$ cat config.mk
export PLATFORM = sky130hd
export DESIGN_NAME = slafc_cell
export DESIGN_NICKNAME = d
export VERILOG_FILES = /design/src/rtl/slafc_pkg.sv /design/src/rtl/slafc_cell.sv
export SDC_FILE = /design/constraint.sdc
export NUM_CORES = 1
export LEC_CHECK = 0
export BUFFER_PORTS_ARGS = -buffer_cell sky130_fd_sc_hd__buf_2
export CAP_MARGIN = 10
export CORE_AREA = 2 2 155 157
export CTS_CLUSTER_DIAMETER = 100
export CTS_CLUSTER_SIZE = 30
export DETAILED_ROUTE_END_ITERATION = 10
export DIE_AREA = 0 0 157 159
export GPL_TIMING_DRIVEN = 0
export HOLD_SLACK_MARGIN = 0.02
export PLACE_DENSITY_LB_ADDON = 0.1
export SLEW_MARGIN = 20
export SYNTH_ARGS = -nofsm -noshare
export SYNTH_HDL_FRONTEND = slang
export SYNTH_SLANG_ARGS = --single-unit
export TNS_END_PERCENT = 100
$ cat constraint.sdc
create_clock -name clk -period 5.9 [get_ports clk]
set_clock_uncertainty 0.2 [all_clocks]
set_input_delay 0.295 -clock clk [delete_from_list [all_inputs] [get_ports clk]]
set_output_delay 0.295 -clock clk [all_outputs]
set_load 0.01 [all_outputs]
$ cat src/rtl/slafc_pkg.sv
// shared types and constants for the load alias flush check
package slafc_pkg;

    localparam int SEQ_W      = 48;
    localparam int ADDR_W     = 48;
    localparam int SIZE_W     = 7;
    localparam int END_W      = 49;
    localparam int SLOT_W     = 4;
    localparam int MASK_W     = 16;
    localparam int IN_DATA_W  = 112;
    localparam int OUT_DATA_W = 72;

    localparam logic FUNC_WRITE = 1'b0;
    localparam logic FUNC_CHECK = 1'b1;

    // running result handed along the row of cells
    typedef struct packed {
        logic             err;
        logic             dep;
        logic             found;
        logic [SEQ_W-1:0] seq;
    } acc_t;

    // slot write broadcast to the cells
    typedef struct packed {
        logic              valid;
        logic [SEQ_W-1:0]  seq;
        logic [ADDR_W-1:0] addr;
        logic [END_W-1:0]  lend;
        logic              issued;
        logic              bypass;
        logic              noncore;
    } slot_wr_t;

    // store range under check
    typedef struct packed {
        logic [ADDR_W-1:0] addr;
        logic [END_W-1:0]  send;
    } store_t;

endpackage

$ cat src/rtl/slafc_cell.sv
// one load slot: holds its entry, tests overlap, merges into the running oldest alias
module slafc_cell
(
    input  logic                clk,
    input  logic                rst_n,
    input  logic                wr_en,
    input  slafc_pkg::slot_wr_t wr,
    input  slafc_pkg::store_t   st,
    input  slafc_pkg::acc_t     acc_in,
    output slafc_pkg::acc_t     acc_out,
    input  slafc_pkg::acc_t     result,
    output logic                flush
);

    logic                               valid_reg;
    logic [slafc_pkg::SEQ_W-1:0]        seq_reg;
    logic [slafc_pkg::ADDR_W-1:0]       addr_reg;
    logic [slafc_pkg::END_W-1:0]        lend_reg;
    logic                               issued_reg;
    logic                               bypass_reg;
    logic                               noncore_reg;
    logic                               hit_reg;
    logic                               err_reg;
    slafc_pkg::acc_t                    acc_reg;
    slafc_pkg::acc_t                    acc_next;
    logic                               overlap;
    logic                               elig;
    logic                               take;

    assign overlap = !((slafc_pkg::END_W'(st.addr) >= lend_reg) ||
                       (st.send <= slafc_pkg::END_W'(addr_reg)));
    assign elig    = valid_reg && issued_reg && !bypass_reg;

    always_ff @(posedge clk or negedge rst_n)
    begin
        if (!rst_n)
        begin
            valid_reg <= 1'b0;
        end
        else if (wr_en)
        begin
            valid_reg <= wr.valid;
        end
    end

    always_ff @(posedge clk)
    begin
        if (wr_en && wr.valid)
        begin
            seq_reg     <= wr.seq;
            addr_reg    <= wr.addr;
            lend_reg    <= wr.lend;
            issued_reg  <= wr.issued;
            bypass_reg  <= wr.bypass;
            noncore_reg <= wr.noncore;
        end
        hit_reg <= elig && overlap;
        err_reg <= valid_reg && issued_reg && bypass_reg && overlap;
        acc_reg <= acc_next;
    end

    always_comb
    begin
        take           = hit_reg && (!acc_in.found || (seq_reg < acc_in.seq));
        acc_next.found = acc_in.found || hit_reg;
        acc_next.seq   = take ? seq_reg : acc_in.seq;
        acc_next.dep   = acc_in.dep || (hit_reg && noncore_reg);
        acc_next.err   = acc_in.err || err_reg;
    end

    assign acc_out = acc_reg;
    assign flush   = result.found && elig && (seq_reg >= result.seq) &&
                     (hit_reg || result.dep);

endmodule

; Yosys cells after proc, flatten, opt, wreduce, memory -nomap -nowiden
; Index checks and enable logic that the tools add are counted.
; W data, S select, Z words.
[word_totals]
regBits = 202
in_bits = 351
out_inout_bits = 52
wordCells = 38
[op_classes]
magnitude_cmp = 4
muxes = 1
reduce_logical = 20
[ops]
columns = operator, count
row1 = $ge A48 B49 Y1, 1
row2 = $le A49 B48 Y1, 1
row3 = $ge A48 B48 Y1, 1
row4 = $lt A48 B48 Y1, 1
row5 = $mux W48, 1
row6 = $logic_and A1 B1 Y1, 11
row7 = $logic_or A1 B1 Y1, 6
row8 = $logic_not A1 Y1, 3

; Depth between registers and ports, before layout
[logic_depth]
depth_word = 5
mapped_depth = 11
depth_no_buf = 9

; Least setup slack after synthesis
; OpenSTA, ideal clock, no wires.
[synth_path]
path_kind = in2reg
start = in wr[148] (netlist bit)
end = reg addr_reg[0] (netlist bit), enable pin
setup_ps = 525
arrival_ps = 3674
required_ps = 5175
slack_ps = 1502
stages = 1
n_path_buf = 0
path_cell_list = and2_1
[synth_between]
elab_chain_cells = 1
[synth_rtl]
columns = item, line
row1 = start: declaration, slafc_cell.sv:7  ; input slafc_pkg::slot_wr_t wr,
row2 = $logic_and A1 B1 Y1, slafc_cell.sv:48  ; if (wr_en && wr.valid)
row3 = end signal: assignment, slafc_cell.sv:51  ; addr_reg <= wr.addr;
row4 = end: declaration, slafc_cell.sv:17  ; logic [slafc_pkg::ADDR_W-1:0] addr_reg;
; No other way between the ends.
; A chain may end at the register's enable or synchronous reset.

; Worst setup path after layout
[layout_path]
start = reg seq_reg[17] (netlist bit)
end = out flush
[layout_between]
elab_chain_cells = 3
[layout_rtl]
columns = item, line
row1 = start: declaration, slafc_cell.sv:16  ; logic [slafc_pkg::SEQ_W-1:0] seq_reg;
row2 = start signal: assignment, slafc_cell.sv:50  ; seq_reg <= wr.seq;
row3 = $ge A48 B48 Y1, slafc_cell.sv:72  ; assign flush = result.found && elig && (seq_reg >= result.seq) &&
row4 = $logic_and A1 B1 Y1 (2 in a row), slafc_cell.sv:72
row5 = end: declaration, slafc_cell.sv:12  ; output logic flush
; No other way between the ends.

==> impl_metrics.env <==
export IMPL_routed_via_density=4.88
export IMPL_ys_warn_count=0
export IMPL_final_cell_mix="401 x buf_2, 203 x dlygate4sd3_1, 195 x inv_1, 191 x ha_1, 148 x edfxtp_1"
export IMPL_fp_dieH_um=159
export IMPL_power_switching_mw=0.831
export IMPL_clk_path_buf_depth=3
export IMPL_coreArea_um2=23200
export IMPL_status="completed"
export IMPL_io_buffer_count=401
export IMPL_final_core_util_pct=68.8
export IMPL_root_buffer="clkbuf_16"
export IMPL_syn_area_um2=11100
export IMPL_path_buf_inv=1
export IMPL_critPathTopFamily="compound AO/OA/AOI/OAI gates"
export IMPL_maxSlewViolCount=0
export IMPL_syn_nets=1474
export IMPL_power_density_nw_per_um2=200
export IMPL_syn_inst=932
export IMPL_p_int_mw=2.36
export IMPL_drt_iter0_markers=296
export IMPL_hold_path_class="in2reg"
export IMPL_cp_data_required_time_ns=5.41
export IMPL_wirelength_mm=31.2
export IMPL_grt_pass1_wl_mm=47.9
export IMPL_cts_sinks=202
export IMPL_die_area_um2=25000
export IMPL_fin_tns_setup_ns=0
export IMPL_crit_top_cell="a21oi_1"
export IMPL_criticalPathCategory="reg2out"
export IMPL_p_leak_nw=7.96
export IMPL_drive_above_1_share_pct=31.2
export IMPL_grt_overflow_total=0
export IMPL_worst_pin_slew_ns=0.554
export IMPL_rsz0062_at_grt="false"
export IMPL_post_drt_wl_per_cell_um=16.6
export IMPL_synth_edf_count=148
export IMPL_synthFlopType="edfxtp_1"
export IMPL_drc=0
export IMPL_yosysSeqAreaShare_pct=49.9
export IMPL_syn_area_per_cell_um2=11.9
export IMPL_synth_area_leaders="edfxtp_1 40%, ha_1 22%, dfxtp_1 9.6%"
export IMPL_yosys_area_top_type_share_pct=40.1
export IMPL_max_freq_mhz=310
export IMPL_initial_core_util_pct=47.8
export IMPL_setup_violations=0
export IMPL_min_period_over_period_pct=54.7
export IMPL_rows=56
export IMPL_cp_end_kind="output port"
export IMPL_htreeDepth=1
export IMPL_arrival_ns=2.73
export IMPL_worstSkewPairLatency_ns=0.47
export IMPL_crit_path_max_fanout=3
export IMPL_seq_power_share_pct=52.2
export IMPL_start_kind="flip-flop"
export IMPL_peakVddDrop_mv=0.199
export IMPL_grt_util_all_layers_pct=24.4
export IMPL_clkTransAtPathRegs_ns=0.12
export IMPL_layout_commonest_cell="buf_2"
export IMPL_hold_buffers=203
export IMPL_final_antenna_net_count=0
export IMPL_cp_slowest_cell="edfxtp_1"
export IMPL_p_total_mw=3.19
export IMPL_tritoncts="yes"
export IMPL_drv_cap=0
export IMPL_die_x_um=157
export IMPL_clockPowerShare_pct=26.4
export IMPL_layoutNonFillerInstCount=1882
export IMPL_pwr_share_comb_pct=21.4
export IMPL_syn2layout_area_growth_pct=43.9
export IMPL_antenna_found_initial=8
export IMPL_ys_async_sr_fraction_pct=0.495
export IMPL_crit_path_cell_trace="ha_1 -> a21o_1 -> nand3_1 -> a21oi_1 -> a2111oi_0 -> nor3_1 -> nor4_1 -> a21oi_1 -> buf_2"
export IMPL_synth_distinct_cells=51
export IMPL_ys_ff_latch=202
export IMPL_drtPass1Iterations=4
export IMPL_dp_hpwl_mm=23.8
export IMPL_fin_crit_ns=3.23
export IMPL_largest_reg_flops=51
export IMPL_dr_total_vias=9188
export IMPL_place_inst=1655
export IMPL_max_stage_delay_ns=0.45
export IMPL_postCtsSetupBuffers=0
export IMPL_num_io_pins=403
export IMPL_gp_congestion=0.854
export IMPL_nets=2094
export IMPL_cts_buffers=11
export IMPL_hold_violations=0
export IMPL_switching_share_pct=26.0
export IMPL_ctsResizeCount=0
export IMPL_synth_area_leader_cell="edfxtp_1"
export IMPL_relSlewSlack_pct=62.7
export IMPL_grt_pass1_vias=9791
export IMPL_grt_start_max_net_pins=48
==> routing by layer <==
metal	global-route usage, %	up-vias	part of all wire, %
li1	-	4615	-
met1	26.1	4203	38
met2	45.8	303	51
met3	6.42	63	7.7
met4	8.26	4	3.1
met5	0	-	0.077
==> cell type report <==
type | instances | area [µm²]
antenna | 7 | 17.5
buffer | 5 | 66.3
clock buffer | 12 | 279
clock inverter | 5 | 48.8
fill | 1784 | 7240
inverter | 195 | 732
multi-input combinational | 530 | 4750
sequential | 202 | 5530
tap | 319 | 399
timing repair buffer | 607 | 4120
==> cell usage after synthesis (2+ instances only) <==
master     count
inv_1        195
ha_1         191
edfxtp_1     148
a21oi_1       57
dfxtp_1       53
nand4_1       32
a21o_1        30
mux2_2        29
nand2_1       29
o21ai_0       26
mux2_4        20
nand3_1       16
nor2_1        13
a211oi_1      10
nor3_1        10
nor4_1         9
o21a_1         6
a221oi_1       5
and4_1         4
nand2b_1       4
or2_2          4
a2111oi_0      3
a2111o_1       2
a31o_2         2
buf_12         2
buf_4          2
nand4b_1       2
nor2b_1        2
o211ai_1       2
o41ai_1        2
or4_1          2
==> power by group through the flow <==
stage	combinational (mW)	sequential, mW	clock [mW]
finish	0.684	1.67	0.842
global route	0.768	1.68	0.912
CTS	0.681	1.67	0.873
detailed placement	0.565	1.70	0
global placement	0.539	1.71	0
floorplan	0.308	1.71	0
==> worst reg2reg max path, cell delays in order, from the launching register on <==
cell	delay, ns
edfxtp_1	0.45
ha_1	0.33
nand4_1	0.16
or4_4	0.61
or2_0	0.25
o22ai_2	0.12
a311oi_2	0.07
o21ai_2	0.21
buf_6	0.21
buf_12	0.17
mux2_4	0.31
==> metrics by stage <==
stage,hold slack [ns],setup WS [ns],instance area [µm²]
after CTS,0.0765,2.58,15900
after detailed placement,-0.129,2.70,13600
after global placement,-0.130,-0.459,13500
after floorplan,-0.201,1.50,11100
final,0.0795,2.67,15900
after global routing,0.159,2.43,15900
==> worst paths after layout <==
path | from | endpoint | slack [ns] | cells after the start
hold / removal | st[48] | hit_reg$_DFF_P_ | 0.08 | 4
hold reg to reg | err_reg$_DFF_P_ | acc_out[50]$_DFF_P_ | 0.23 | 1
setup / recovery | seq_reg[17]$_DFFE_PP_ | flush | 2.67 | 9
setup reg to reg | seq_reg[45]$_DFFE_PP_ | acc_out[32]$_DFF_P_ | 2.71 | 10
max in group asynchronous | rst_n | valid_reg$_DFFE_PN0P_ | 4.93 | 3
min in group asynchronous | rst_n | valid_reg$_DFFE_PN0P_ | 0.46 | 3
==> cell families (layout without fill, tap and decap cells) <==
| family | Yosys count | after routing | share of synthesized area (%) |
|---|---|---|---|
| AOI/OAI and AO/OA | 158 | 158 | 9.23 |
| buffers and inverters | 200 | 824 | 7.20 |
| other | 0 | 7 | 0 |
| muxes | 49 | 49 | 5.66 |
| and+or+nand+nor | 132 | 132 | 6.44 |
| adders and majority gates | 191 | 191 | 21.6 |
| DFF | 202 | 202 | 49.9 |
Power figures use the tool's default switching activity.
